File: config.mk
export PLATFORM = sky130hd
export DESIGN_NAME = hcbd_res_flat
export DESIGN_NICKNAME = d
export VERILOG_FILES = /design/src/sv/hcbd_pkg.sv /design/src/sv/hcbd_if.sv /design/src/sv/hcbd_res.sv /design/src/flat_wrapper.sv
export SDC_FILE = /design/constraint.sdc
export NUM_CORES = 1
export LEC_CHECK = 0
export ABC_CLOCK_PERIOD_IN_PS = 1550
export CAP_MARGIN = 10
export CORE_MARGIN = 2
export CORE_UTILIZATION = 53
export CTS_CLUSTER_SIZE = 28
export DETAILED_ROUTE_END_ITERATION = 8
export DONT_BUFFER_PORTS = 1
export HOLD_SLACK_MARGIN = 0.06
export PLACE_DENSITY_LB_ADDON = 0.05
export RECOVER_POWER = 100
export SYNTH_ARGS = -nofsm -noshare
export SYNTH_HDL_FRONTEND = slang
export SYNTH_SLANG_ARGS = --single-unit
File: constraint.sdc
create_clock -name i_clk -period 1.55 [get_ports i_clk]
set_input_delay 0 -clock i_clk [delete_from_list [all_inputs] [get_ports i_clk]]
set_output_delay 0 -clock i_clk [all_outputs]
set_load 0.02 [all_outputs]
File: src/sv/hcbd_pkg.sv
// shared types, constants and the keyboard scan table of the bus decoder
// no dependencies
package hcbd_pkg;

    localparam int ROM_BYTES   = 4096;
    localparam int RAM_BYTES   = 6144;
    localparam int KEY_COUNT_D = 53;

    localparam int ROM_AW = $clog2(ROM_BYTES);
    localparam int RAM_AW = $clog2(RAM_BYTES);
    localparam int KEY_W  = 6;

    localparam logic [15:0] ROMB_BASE  = 16'h1000;
    localparam logic [15:0] IO_BASE    = 16'h2000;
    localparam logic [15:0] RAM_BASE   = 16'h2800;
    localparam logic [15:0] OPEN_BASE  = 16'h4000;
    localparam logic [15:0] RAM_FORCE  = 16'h0080;
    localparam logic [5:0]  LATCH_OFS  = 6'h38;
    localparam logic [5:0]  SCAN_LAST  = 6'd53;
    localparam logic [7:0]  LATCH_MASK = 8'b1111_1100;

    typedef enum logic [1:0] {
        OP_READ  = 2'd0,
        OP_WRITE = 2'd1,
        OP_KEY   = 2'd2,
        OP_LOAD  = 2'd3
    } t_op;

    typedef enum logic [1:0] {
        SRC_ROMA = 2'd0,
        SRC_ROMB = 2'd1,
        SRC_RAM  = 2'd2,
        SRC_BYTE = 2'd3
    } t_src;

    typedef struct packed {
        t_src       src;
        logic [7:0] byte_val;
    } t_rd_info;

    function automatic logic [KEY_W-1:0] scan_key(input logic [KEY_W-1:0] pos);
        logic [KEY_W-1:0] k;
        k = pos;
        case (pos)
            6'd42:   k = 6'd51;
            6'd43:   k = 6'd42;
            6'd44:   k = 6'd43;
            6'd45:   k = 6'd44;
            6'd46:   k = 6'd45;
            6'd47:   k = 6'd46;
            6'd48:   k = 6'd52;
            6'd50:   k = 6'd47;
            6'd51:   k = 6'd50;
            6'd52:   k = 6'd48;
            default: k = pos;
        endcase
        return k;
    endfunction

endpackage

File: src/sv/hcbd_if.sv


interface hcbd_out_if;
    logic       valid;
    logic       ready;
    logic [7:0] read_data;
    logic       read_done;

    modport source (output valid, read_data, read_done, input ready);
    modport sink (input valid, read_data, read_done, output ready);
endinterface

File: src/sv/hcbd_res.sv
// read pipeline: decoded read stage, data select and result register
// depends on hcbd_pkg and hcbd_if
module hcbd_res (
    input  logic                 i_clk,
    input  logic                 i_rst_n,
    input  logic                 i_rd_load,
    input  hcbd_pkg::t_rd_info   i_rd_info,
    input  logic [7:0]           i_roma_data,
    input  logic [7:0]           i_romb_data,
    input  logic [7:0]           i_ram_data,
    output logic                 o_take,
    hcbd_out_if.source           o_out
);
    import hcbd_pkg::*;

    logic       r_s1_valid;
    t_rd_info   r_s1_info;
    logic       r_out_valid;
    logic [7:0] r_out_data;
    logic       s1_adv;
    logic [7:0] sel_data;

    assign s1_adv = !r_out_valid || o_out.ready;
    assign o_take = !r_s1_valid || s1_adv;

    always_comb begin
        unique case (r_s1_info.src)
            SRC_ROMA: sel_data = i_roma_data;
            SRC_ROMB: sel_data = i_romb_data;
            SRC_RAM:  sel_data = i_ram_data;
            default:  sel_data = r_s1_info.byte_val;
        endcase
    end

    always_ff @(posedge i_clk) begin
        if (!i_rst_n) begin
            r_s1_valid  <= 1'b0;
            r_out_valid <= 1'b0;
        end else begin
            if (o_take) begin
                r_s1_valid <= i_rd_load;
            end
            if (s1_adv) begin
                r_out_valid <= r_s1_valid;
            end
        end
    end

    always_ff @(posedge i_clk) begin
        if (o_take && i_rd_load) begin
            r_s1_info <= i_rd_info;
        end
        if (s1_adv && r_s1_valid) begin
            r_out_data <= sel_data;
        end
    end

    assign o_out.valid     = r_out_valid;
    assign o_out.read_data = r_out_data;
    assign o_out.read_done = 1'b1;
endmodule

File: src/flat_wrapper.sv
// flat-port wrapper written by rule: the top's interface ports become plain ports
module hcbd_res_flat import hcbd_pkg::*;
  (i_clk, i_rst_n, i_rd_load, i_rd_info, i_roma_data, i_romb_data, i_ram_data, o_take, o_out_valid, o_out_read_data, o_out_read_done, o_out_ready);
  hcbd_out_if o_out_i ();
  input  logic i_clk;
  input  logic i_rst_n;
  input  logic i_rd_load;
  input  hcbd_pkg::t_rd_info i_rd_info;
  input  logic [7:0] i_roma_data;
  input  logic [7:0] i_romb_data;
  input  logic [7:0] i_ram_data;
  output logic o_take;
  output wire logic [$bits(o_out_i.valid)-1:0] o_out_valid;
  output wire logic [$bits(o_out_i.read_data)-1:0] o_out_read_data;
  output wire logic [$bits(o_out_i.read_done)-1:0] o_out_read_done;
  input wire logic [$bits(o_out_i.ready)-1:0] o_out_ready;
  assign o_out_valid = o_out_i.valid;
  assign o_out_read_data = o_out_i.read_data;
  assign o_out_read_done = o_out_i.read_done;
  assign o_out_i.ready = o_out_ready;
  hcbd_res u_core (.i_clk(i_clk), .i_rst_n(i_rst_n), .i_rd_load(i_rd_load), .i_rd_info(i_rd_info), .i_roma_data(i_roma_data), .i_romb_data(i_romb_data), .i_ram_data(i_ram_data), .o_take(o_take), .o_out(o_out_i));
endmodule
==> key figures <==
Global routing
  • GR Util met3: 3.33%
  • Global-route wire length before repair: 3060 um
  • Antenna violations before repair: 0
  • Vias in the first global route: 626
  • Grt total ovfl: 0
  • Most Used Layer, Global Route: met2
  • Largest net degree at the start of global routing: 12
  • Grt met1 use: 28.6%
  • Gr usage total: 23.2%
  • M2 GR Usage: 43.5%

Min path
  • Hold Path Class: in2reg

STA
  • Setup-failing EPs final: 0
  • Final hold vios: 0
  • Setup TNS Final: 0 ns
  • Crit share post-route: 90.5%
  • Minimum clock period: 1.40 ns
  • Skew final: 0.00451 ns
  • Fmax: 0.713 GHz
  • Max-slew violations: 0
  • Final worst slack: 0.148 ns
  • RSZ-0062 raised after global routing: no

Power
  • Int Power: 877 uW
  • Clk pwr share: 26.8%
  • PwrDens: 875 nW/um^2
  • Peak VDD IR: 0.000883 V
  • Combinational share of power: 14.6%
  • Leak: 0.000460 uW
  • Pwr Total: 1120 uW
  • Switch share: 21.4%
  • Net Sw Power: 238 uW
  • Flop pwr share: 58.6%

Critical path
  • Critical path, cell by cell: nor2b_1 -> o21a_1 -> dlygate4sd3_1
  • CP max FO: 3
  • Critical Path Source Type: flop
  • Critical Path RT: 1.79 ns
  • Crit path DAT: 1.64 ns
  • Crit path max-delay family: buffers and inverters
  • Crit Path Category: reg2reg
  • WP buf/inv: 1
  • Crit. End Element: flop
  • CP peak stage delay: 0.56 ns
  • Slowest-stage cell, CP: dlygate4sd3_1

Yosys
  • Warnings, synthesis: 0
  • Synth unique cells: 12
  • Cell count after synthesis: 39
  • Mapped cell area: 838 um^2
  • Syn_nets: 77
  • Syn Area/Cell: 21.5 um^2
  • Register bit total from synthesis: 20
  • Sequential area share after synthesis: 69.3%

CTS
  • Worst skew pair latency: 0.29 ns
  • Clock sink total: 20
  • # H-tree levels: 1
  • Root Buffer Master: clkbuf_4
  • Clock slew at reported path FFs: 0.12 ns
  • CTS Buf Count: 3
  • CTS tree: built
  • Clock Tree Buf Depth: 2

Final layout
  • Util after Layout: 85.6%
  • Layout Cell Area excl Fill: 1270 um^2
  • Final net count: 121
  • Layout cells sized above 1: 18.3%
  • Synth-to-Final Area Change: 52.1%
  • Antenna diodes: 0

Floorplan
  • Core Box Area: 1490 um^2
  • Die height: 43.8 um
  • # rows: 14
  • Die ar.: 1920 um^2
  • Die width: 43.8 um
  • Starting Density: 56.3%
  • Num ports: 49

Placed design
  • RD Place Congestion: 0.713
  • Worst slack at placement: 0.280 ns
  • HPWL Detailed: 1080 um
  • Input/output buffers: 0
  • DP Area: 878 um^2

Routing
  • Via count: 561
  • DRC marker count from the first detailed-route iteration: 21
  • DR vias/cell: 5.72
  • TritonRoute pass-1 iters: 4
  • Final wirelength: 2130 um
  • Post-route antenna net violation count: 0
  • Wire per inst: 21.7 um
  • DR DRC count: 0

Status
  • Status: completed

Flow run
  • Max Cap Viol: 0
cell usage in the layout (no fill, tap or decap), drive strengths merged:
cell type    instances
clkbuf               7
dfxtp                2
inv                  1
a21boi               1
edfxtp              18
buf                  2
nand3b               1
a21oi                1
dlygate4sd3         37
nor2b                2
conb                 1
o21a                 1
mux4                 8
routing by layer:
| metal | vias up | routed length (um) |
|---|---|---|
| li1 | 244 | - |
| met2 | 34 | 1210 |
| met3 | 2 | 91 |
| met1 | 281 | 802 |
| met4 | 0 | 27 |
| met5 | - | 0 |
through the flow:
stage | hold WS (ns) | instances
2_1_floorplan | 0.0989 | 39
3_3_place_gp | 0.0989 | 57
3_5_place_dp | 0.0989 | 57
4_1_cts | 0.103 | 98
5_1_grt | 0.122 | 98
6_report | 0.121 | 98
final timing paths:
check	from	depth (start not counted)	to	slack [ns]
worst max-delay path	u_core.o_out.valid$_SDFFE_PN0P_	3	u_core.o_out.valid$_SDFFE_PN0P_	0.15
worst min-delay path	o_out_ready	2	u_core.r_s1_valid$_SDFFE_PN0P_	0.12
worst max register to register	u_core.o_out.valid$_SDFFE_PN0P_	3	u_core.o_out.valid$_SDFFE_PN0P_	0.15
worst min register to register	u_core.r_s1_info[3]$_DFFE_PP_	1	u_core.o_out.read_data[3]$_DFFE_PP_	0.66
synthesized netlist by cell type:
library cell | instances | area [um^2]
nor2b_1 | 2 | 12.5
a21boi_0 | 1 | 7.51
a21oi_1 | 1 | 5.00
nand3b_1 | 1 | 7.51
inv_1 | 1 | 3.75
mux4_2 | 8 | 180
conb_1 | 1 | 3.75
buf_6 | 2 | 22.5
buf_4 | 1 | 7.51
edfxtp_1 | 18 | 541
o21a_1 | 1 | 7.51
dfxtp_1 | 2 | 40.0
state kept, by name (all words and copies together), names as in the netlist:
signal                  cells
u_core.o_out.read_data      8
u_core.r_s1_valid           1
u_core.o_out.valid          1
u_core.r_s1_info           10
worst register-to-register path: stages (launching register included):
cell	delay [ns]
dfxtp_1	0.37
nor2b_1	0.27
o21a_1	0.15
dlygate4sd3_1	0.56
power by group through the flow:
stage | registers [uW] | logic [uW] | clock network, uW
2_1_floorplan | 663 | 66.3 | 0
3_3_place_gp | 664 | 78.9 | 0
3_5_place_dp | 665 | 82.4 | 0
4_1_cts | 652 | 157 | 298
5_1_grt | 657 | 170 | 317
6_report | 654 | 163 | 299
cell type report:
class                      instances  area [um^2]
fill                              59          214
sequential                        20          581
multi-input combinational         15          224
inverter                           1         3.75
tap                               16         20.0
timing repair buffer              42          410
clock buffer                       4         36.3
cell families after synthesis:
group	share of synthesized area (%)
muxes	21.5
AOI/OAI and AO/OA	2.39
buffers and inverters	4.03
DFF	69.3
other	0.447
and+or+nand+nor	2.39
what timing repair did:
action,CTS,global route
gates resized for setup,0,0
hold buffers,37,0
buffers inserted,0,0
endpoints found under the hold margin,20,0
(Power assumes the default switching activity.)
