## config.mk

```make
export PLATFORM = sky130hd
export DESIGN_NAME = hcbd_io
export DESIGN_NICKNAME = d
export VERILOG_FILES = /design/src/sv/hcbd_pkg.sv /design/src/sv/hcbd_io.sv
export SDC_FILE = /design/constraint.sdc
export NUM_CORES = 1
export LEC_CHECK = 0
export ABC_AREA = 1
export BUFFER_PORTS_ARGS = -buffer_cell sky130_fd_sc_hd__buf_4
export CAP_MARGIN = 5
export CELL_PAD_IN_SITES_DETAIL_PLACEMENT = 1
export CELL_PAD_IN_SITES_GLOBAL_PLACEMENT = 2
export CORE_MARGIN = 3
export CORE_UTILIZATION = 34
export CTS_BUF_LIST = sky130_fd_sc_hd__clkbuf_2 sky130_fd_sc_hd__clkbuf_4 sky130_fd_sc_hd__clkbuf_8
export CTS_CLUSTER_DIAMETER = 50
export DETAILED_ROUTE_END_ITERATION = 12
export PLACE_DENSITY = 0.79
export SYNTH_ARGS = -nofsm -noshare
export SYNTH_HDL_FRONTEND = slang
export SYNTH_SLANG_ARGS = --single-unit
```

## constraint.sdc

```tcl
create_clock -name i_clk -period 3.2 [get_ports i_clk]
set_input_delay 0.32 -clock i_clk [delete_from_list [all_inputs] [get_ports i_clk]]
set_output_delay 0.32 -clock i_clk [all_outputs]
set_load 0.02 [all_outputs]
```

## src/sv/hcbd_pkg.sv

```systemverilog
// shared types, constants and the keyboard scan table of the bus decoder
// no dependencies
package hcbd_pkg;

    localparam int ROM_BYTES   = 4096;
    localparam int RAM_BYTES   = 6144;
    localparam int KEY_COUNT_D = 53;

    localparam int ROM_AW = $clog2(ROM_BYTES);
    localparam int RAM_AW = $clog2(RAM_BYTES);
    localparam int KEY_W  = 6;

    localparam logic [15:0] ROMB_BASE  = 16'h1000;
    localparam logic [15:0] IO_BASE    = 16'h2000;
    localparam logic [15:0] RAM_BASE   = 16'h2800;
    localparam logic [15:0] OPEN_BASE  = 16'h4000;
    localparam logic [15:0] RAM_FORCE  = 16'h0080;
    localparam logic [5:0]  LATCH_OFS  = 6'h38;
    localparam logic [5:0]  SCAN_LAST  = 6'd53;
    localparam logic [7:0]  LATCH_MASK = 8'b1111_1100;

    typedef enum logic [1:0] {
        OP_READ  = 2'd0,
        OP_WRITE = 2'd1,
        OP_KEY   = 2'd2,
        OP_LOAD  = 2'd3
    } t_op;

    typedef enum logic [1:0] {
        SRC_ROMA = 2'd0,
        SRC_ROMB = 2'd1,
        SRC_RAM  = 2'd2,
        SRC_BYTE = 2'd3
    } t_src;

    typedef struct packed {
        t_src       src;
        logic [7:0] byte_val;
    } t_rd_info;

    function automatic logic [KEY_W-1:0] scan_key(input logic [KEY_W-1:0] pos);
        logic [KEY_W-1:0] k;
        k = pos;
        case (pos)
            6'd42:   k = 6'd51;
            6'd43:   k = 6'd42;
            6'd44:   k = 6'd43;
            6'd45:   k = 6'd44;
            6'd46:   k = 6'd45;
            6'd47:   k = 6'd46;
            6'd48:   k = 6'd52;
            6'd50:   k = 6'd47;
            6'd51:   k = 6'd50;
            6'd52:   k = 6'd48;
            default: k = pos;
        endcase
        return k;
    endfunction

endpackage

```

## src/sv/hcbd_io.sv

```systemverilog
// keyboard matrix state, control latch and the i/o window read byte
// depends on hcbd_pkg
module hcbd_io #(
    parameter int KEY_COUNT = hcbd_pkg::KEY_COUNT_D
) (
    input  logic                      i_clk,
    input  logic                      i_rst_n,
    input  logic                      i_key_we,
    input  logic [hcbd_pkg::KEY_W-1:0] i_key_number,
    input  logic                      i_key_down,
    input  logic                      i_latch_we,
    input  logic [7:0]                i_latch_data,
    input  logic [5:0]                i_offset,
    output logic [7:0]                o_io_byte,
    output logic                      o_latch_b7
);
    import hcbd_pkg::*;

    localparam int KIDX_W = $clog2(KEY_COUNT);
    localparam logic [KEY_W:0] KEY_LIMIT = (KEY_W+1)'(KEY_COUNT);

    logic [KEY_COUNT-1:0] r_keys;
    logic [7:0]           r_latch;
    logic [KEY_W-1:0]     scan_pos;
    logic [KEY_W-1:0]     key_sel;
    logic                 level;

    always_ff @(posedge i_clk) begin
        if (!i_rst_n) begin
            r_keys  <= '0;
            r_latch <= '0;
        end else begin
            if (i_key_we && ({1'b0, i_key_number} < KEY_LIMIT)) begin
                r_keys[i_key_number[KIDX_W-1:0]] <= i_key_down;
            end
            if (i_latch_we) begin
                r_latch <= i_latch_data & LATCH_MASK;
            end
        end
    end

    always_comb begin
        scan_pos = i_offset - 6'd1;
        key_sel  = scan_key(scan_pos);
        level    = 1'b1;
        if (i_offset != '0 && i_offset <= SCAN_LAST && ({1'b0, key_sel} < KEY_LIMIT)) begin
            level = ~r_keys[key_sel[KIDX_W-1:0]];
        end
        if (i_offset < LATCH_OFS) begin
            o_io_byte = {7'd0, level};
        end else begin
            o_io_byte = r_latch;
        end
    end

    assign o_latch_b7 = r_latch[7];
endmodule

```

==> results.toml, run 1 <==
[worst_hold_path]
hold_class = "in2reg"

[final_layout]
areaGrowthSynthToFinish_pct = 31.1
antenna_cells = 0
drive_above_1_share = 0.280
layout.nets = 637
stdcell_count = 747
finish.utilization = 0.459

[power_and_ir_drop]
power_w = 0.00198
p_int_w = 0.00135
pwr-share-comb = 0.261
clkPwrFrac = 0.363
p_sw_w = 0.000636
p_per_area_mw_per_mm2 = 418
switching_share = 0.320
leakagePower_nw = 1.90
seqPwrFrac = 0.375
peakVddDrop_mv = 0.222

[clock_tree]
cts.sinks = 59
root_buffer = "clkbuf_8"
ctsHoldBuffers = 0
htree_levels = 3
cts_buffer_depth = 2
cts_tree = "built"
numCtsBuffers = 9
path_clk_slew_ns = 0.06
clock_latency_ns = 0.35

[floorplan]
core-area_mm2 = 0.0103
start_util = 0.350
fp.dieH_um = 109
io-pin-count = 34
row_count = 37
fp.dieW_um = 109
die-area_mm2 = 0.0119

[critical_path]
critPathMaxFanout = 8
cp-startpoint = "i_offset[1]"
crit_family = "simple AND/OR/NAND/NOR gates"
r2r-start = "r_keys[12]$_SDFFE_PN0P_"
crit_required_ns = 2.88
crit_buf_inv = 5
r2r_cells = 2
r2r_end = "r_keys[12]$_SDFFE_PN0P_"
start_kind = "input pin"
crit_path_top_delay_cell = "nor2_4"
worstSetupPathType = "in2out"
path_depth = 25
cp_common_cell = "nand2_2"
cp.arrival_ns = 2.83
slowest_delay_ns = 0.19
reg2reg_setup_slack_ns = 2.55
endpoint = "o_io_byte[0]"
cp-end-kind = "output pin"

[timing]
drv_slew = 0
holdWs_ns = 0.263
hold_viol_final = 0
skew_ns = 0
setup_tns_ns = 0
timing.slew.headroom = 0.426
rsz0062_at_grt = "true"
min_period_ns = 3.15
tightest_slew_ns = 0.857
setup_viol = 0
fmax_mhz = 317
fin_crit_sh = 0.985

[routing]
antenna_left = 0
drcViolationCount = 0
drt_iter0_markers = 229
vias_per_cell = 5.35
drt-wirelength-per-cell_um = 17.8
firstDrtPassIters = 4
wl_mm = 13.3
dr_total_vias = 3998

[grt]
track_usage = 0.221
grt_pass1_wl_mm = 20.1
grtUsageMet1 = 0.289
busiest_layer = "met2"
grt-ovfl-total = 0
antenna_found_initial = 0
grt_start_max_net_pins = 54
grt_pass1_vias = 3835
gr-usage-met2 = 0.365
met3_usage = 0.0414

[synth]
postSynthCellCount = 561
ys_ff_latch = 59
synth_cell_type_count = 33
synth_area_mm2 = 0.00362
avgSynthCellArea_um2 = 6.45
synth-seq-area-share = 0.327
synth_fp_nets = 591
synth_warnings = 0

[place]
placed_cells = 720
numPortBuffers = 30
hpwl_mm = 8.60
place_congestion = 0.845

[job]
max_cap_violations = 0

[outcome]
status = "completed"
[stage by stage]
stage | instance area, um2 | worst slack [ns]
3_3_place_gp | 4050 | 0.0151
6_report | 4740 | 0.0467
4_1_cts | 4250 | 0.0207
2_1_floorplan | 3620 | 0.398
3_5_place_dp | 4050 | 0.00116
5_1_grt | 4740 | -0.141
[final cells by class]
| cell class | count | area (um2) |
|---|---|---|
| Sequential cell | 59 | 1180 |
| Inverter | 51 | 204 |
| Multi-Input combinational cell | 425 | 2390 |
| Clock inverter | 2 | 35.0 |
| Fill cell | 1340 | 5580 |
| Clock buffer | 13 | 166 |
| Tap cell | 136 | 170 |
| Timing Repair Buffer | 61 | 592 |
[worst min-delay path, cell delays in order]
cell and delay (ns):
buf_4 0.08, o21ai_0 0.07, a21oi_1 0.11
[per-layer routing]
layer  wire length, um  vias to the layer above
met5                 0                        -
met4               259                        0
met3               562                       23
met2              6410                       84
met1              6100                     1914
li1                  -                     1977
[cells by family after synthesis]
logic type / after synthesis / share of synthesized area
other: 1 / 0.00104
buffers and inverters: 77 / 0.0899
adders and majority gates: 5 / 0.0173
DFF: 59 / 0.327
AOI/OAI and AO/OA: 110 / 0.161
and+or+nand+nor: 309 / 0.404
[sequential cells by signal (all words and copies together) (netlist names)]
signal   count
r_latch      6
r_keys      53
[Yosys cell counts]
| library cell | count | area [um2] |
|---|---|---|
| clkbuf_1 | 15 | 56.3 |
| nand3_2 | 2 | 20.0 |
| a211oi_1 | 1 | 7.51 |
| a21oi_2 | 2 | 17.5 |
| o21ai_1 | 1 | 5.00 |
| o21ai_4 | 1 | 16.3 |
| o21ai_0 | 50 | 250 |
| a31o_2 | 1 | 8.76 |
| buf_6 | 3 | 33.8 |
| nand4_1 | 3 | 18.8 |
| o211ai_1 | 1 | 7.51 |
| o41ai_1 | 1 | 8.76 |
| nor3_1 | 20 | 100 |
| nand3_1 | 121 | 606 |
| nor2_4 | 5 | 56.3 |
| nand4_2 | 1 | 12.5 |
| nand2_4 | 2 | 22.5 |
| inv_2 | 6 | 22.5 |
| buf_4 | 2 | 15.0 |
| nor2_1 | 46 | 173 |
| nand2_1 | 96 | 360 |
| nor2_2 | 3 | 18.8 |
| nand3_4 | 1 | 17.5 |
| dfxtp_1 | 59 | 1180 |
| inv_1 | 43 | 161 |
| nor3b_1 | 1 | 7.51 |
| buf_1 | 1 | 3.75 |
| buf_2 | 5 | 25.0 |
| ha_1 | 5 | 62.6 |
| a21oi_1 | 52 | 260 |
| nand2_2 | 8 | 50.1 |
| clkinv_1 | 2 | 7.51 |
| conb_1 | 1 | 3.75 |
[what timing repair did]
action | CTS | global route
cloned | 0 | 5
pin swaps | 0 | 34
endpoints found under the setup margin | 1 | 1
hold endpoints to repair | 0 | 0
resized for setup | 1 | 84
setup buffers | 0 | 7
[how the worst min path moves through the flow]
stage                              end  cells past startpoint  slack (ns)                    start
6_report       r_latch[7]$_SDFFE_PN0P_                      3        0.26          i_latch_data[7]
5_1_grt        r_latch[6]$_SDFFE_PN0P_                      3        0.26          i_latch_data[6]
4_1_cts        r_latch[7]$_SDFFE_PN0P_                      3        0.26          i_latch_data[7]
3_5_place_dp   r_latch[6]$_SDFFE_PN0P_                      2        0.45  r_latch[6]$_SDFFE_PN0P_
3_3_place_gp   r_latch[6]$_SDFFE_PN0P_                      2        0.44  r_latch[6]$_SDFFE_PN0P_
2_1_floorplan  r_keys[48]$_SDFFE_PN0P_                      2        0.43  r_keys[48]$_SDFFE_PN0P_
[power by group through the flow]
stage	Clock (W)	Combinational [W]	Sequential, W
global placement	0	0.000389	0.000761
floorplan	0	0.000249	0.000762
finish	0.000721	0.000518	0.000745
CTS	0.000725	0.000395	0.000745
global route	0.000772	0.000561	0.000745
detailed placement	0	0.000393	0.000762
[cell usage in the layout, fill, tap and decap left out, types with 4 or more instances in the layout]
| master | instances |
|---|---|
| nor2_1 | 39 |
| nand2_2 | 26 |
| nor2_2 | 8 |
| ha_1 | 4 |
| nor3_1 | 20 |
| clkbuf_8 | 11 |
| nand3_2 | 34 |
| nand3_1 | 89 |
| buf_4 | 50 |
| o21ai_0 | 50 |
| dfxtp_1 | 59 |
| a21oi_1 | 51 |
| nor2_4 | 7 |
| clkbuf_16 | 4 |
| inv_1 | 41 |
| nand2_1 | 76 |
| inv_2 | 5 |
Note: power is estimated with default switching activity, not from simulation.
==> run 2: changes to the inputs <==
--- a/config.mk
+++ b/config.mk
@@ -15,7 +15,7 @@
 export CTS_BUF_LIST = sky130_fd_sc_hd__clkbuf_2 sky130_fd_sc_hd__clkbuf_4 sky130_fd_sc_hd__clkbuf_8
 export CTS_CLUSTER_DIAMETER = 50
 export DETAILED_ROUTE_END_ITERATION = 12
-export PLACE_DENSITY = 0.79
+export PLACE_DENSITY_LB_ADDON = 0.1
 export SYNTH_ARGS = -nofsm -noshare
 export SYNTH_HDL_FRONTEND = slang
 export SYNTH_SLANG_ARGS = --single-unit
==> run 2 against run 1 <==
  * Clock-buffer cell count down 1
  * Register-to-register slack about the same
  * Sequential share of layout area up 0.55 points
  * Critical path type unchanged
==> results.toml, run 2 (synthesis results as in run 1) <==
[outcome]
status = "completed"

[floorplan]
row_count = 37
fp.dieH_um = 109
io-pin-count = 34
core-area_mm2 = 0.0103
start_util = 0.350
die-area_mm2 = 0.0119
fp.dieW_um = 109

[timing]
fin_crit_sh = 0.976
skew_ns = 0
setup_tns_ns = 0
drv_slew = 0
setup_viol = 0
fmax_mhz = 320
hold_viol_final = 0
timing.slew.headroom = 0.469
tightest_slew_ns = 0.793
rsz0062_at_grt = "true"
min_period_ns = 3.12
holdWs_ns = 0.263

[critical_path]
crit_family = "simple AND/OR/NAND/NOR gates"
critPathMaxFanout = 8
crit_required_ns = 2.88
start_kind = "input pin"
cp-end-kind = "output pin"
path_cells = "buf_4 -> inv_2 -> buf_4 -> ha_1 -> nor2_1 -> nand2_1 -> nand3_1 -> nor2_4 -> nor2_4 -> nand3_4 -> nand2_4 -> buf_12 -> inv_1 -> nand2_1 -> nand3_2 -> nand2_1 -> nand2_1 -> a21oi_2 -> nand2_1 -> nand2_1 -> nor2_2 -> nor2_1 -> buf_4"
cp.arrival_ns = 2.80
crit_buf_inv = 6
r2r-start = "r_keys[5]$_SDFFE_PN0P_"
r2r_cells = 2
reg2reg_setup_slack_ns = 2.54
r2r_end = "r_keys[5]$_SDFFE_PN0P_"
cp_common_cell = "nand2_1"
worstSetupPathType = "in2out"
slowest_delay_ns = 0.26
crit_path_top_delay_cell = "ha_1"

[routing]
firstDrtPassIters = 5
wl_mm = 13.1
vias_per_cell = 5.36
drt_iter0_markers = 213
drt-wirelength-per-cell_um = 17.5
antenna_left = 0
dr_total_vias = 4016
drcViolationCount = 0

[final_layout]
layout.nets = 638
reg_top3 = "r_keys x53, r_latch x6"
most-common-layout-cells = "nand3_1 (113), nand2_1 (88), dfxtp_1 (59), buf_4 (52), a21oi_1 (51)"
drive_above_1_share = 0.219
top_register = "r_keys"
areaGrowthSynthToFinish_pct = 28.2
antenna_cells = 0
stdcell_count = 749
final_common_cell = "nand3_1"
ff_latch_area_mm2 = 0.00118
final_cell_area_mm2 = 0.00464
largest_reg_flops = 53
fill_cells = 1346
multiInputGateArea_mm2 = 0.00225

[job]
max_cap_violations = 0

[place]
hpwl_mm = 8.87
dpl-instance-area_mm2 = 0.00408
place_congestion = 0.857
placed_cells = 724
numPortBuffers = 30

[grt]
track_usage = 0.219
antenna_found_initial = 0
grt_pass1_vias = 3889
grt_pass1_wl_mm = 20.0
grt-ovfl-total = 0
grt_start_max_net_pins = 54

[clock_tree]
path_clk_slew_ns = 0.07
cts.sinks = 59
ctsHoldBuffers = 0
numCtsBuffers = 9
root_buffer = "clkbuf_8"
cts_tree = "built"
cts_buffer_depth = 2
clock_latency_ns = 0.34
htree_levels = 3

[power_and_ir_drop]
peakVddDrop_mv = 0.189
p_per_area_mw_per_mm2 = 469
leakagePower_nw = 1.86

[worst_hold_path]
hold_class = "in2reg"
hold_start = "i_latch_data[6]"
worstHoldPathCells = 3
min_to = "r_latch[6]$_SDFFE_PN0P_"
run 2: cell types whose count changed in the layout (fill, tap and decap cells not counted), moves of 3 or more:
cell       change
nand2_2       -14
nor2_1         +4
nor2_2         -4
nand3_1       +24
buf_8          -3
buf_6          +4
bufinv_16      +3
nand2_1       +12
nand3_2       -25
run 2: how the worst max path moves through the flow:
stage,start,endpoint,slack [ns],depth (start not counted)
after global placement,i_offset[1],o_io_byte[0],0.02,24
final,i_offset[0],o_io_byte[0],0.08,23
after global routing,i_offset[0],o_io_byte[0],-0.13,23
after detailed placement,i_offset[1],o_io_byte[0],-0.01,24
after floorplan,i_offset[0],o_io_byte[0],0.40,22
after CTS,i_offset[1],o_io_byte[0],0.02,23
run 2: cell type report:
type                       count  area share
clock buffer                  12      0.0343
clock inverter                 4      0.0259
multi-input combinational    425       0.486
tap                          136      0.0367
timing repair buffer          62       0.120
sequential                    59       0.255
inverter                      51      0.0424
run 2: per-layer routing:
layer,global-route usage,routed length [um],vias to the layer above
met3,0.0391,563,23
li1,-,-,1980
met5,0,0,-
met1,0.282,5820,1923
met4,0.0640,264,0
met2,0.372,6420,90
run 2: power by group:
part,internal (W),switching (W)
Combinational,0.000172,0.000295
Sequential,0.000742,0.00000306
Clock,0.000648,0.000315
run 2: repair_timing:
| item | 4_1_cts | 5_1_grt |
|---|---|---|
| endpoints found under the setup margin | 1 | 1 |
| pin swaps | 0 | 27 |
| resized for setup | 2 | 43 |
| setup buffers | 0 | 7 |
| gates cloned | 0 | 2 |
run 2: worst register-to-register path, delay by kind of cell (launching register included):
kind | cells | cell delay (ns)
flops | 1 | 0.33
compound gates | 1 | 0.18
simple gates | 1 | 0.05
run 2: metrics by stage:
step / worst slack [ns] / power [W] / util
finish: 0.0774 / 0.00218 / 0.449
global placement: 0.0226 / 0.00116 / 0.395
detailed placement: -0.00978 / 0.00116 / 0.395
CTS: 0.0178 / 0.00213 / 0.423
floorplan: 0.398 / 0.00101 / -
global route: -0.129 / 0.00227 / 0.449
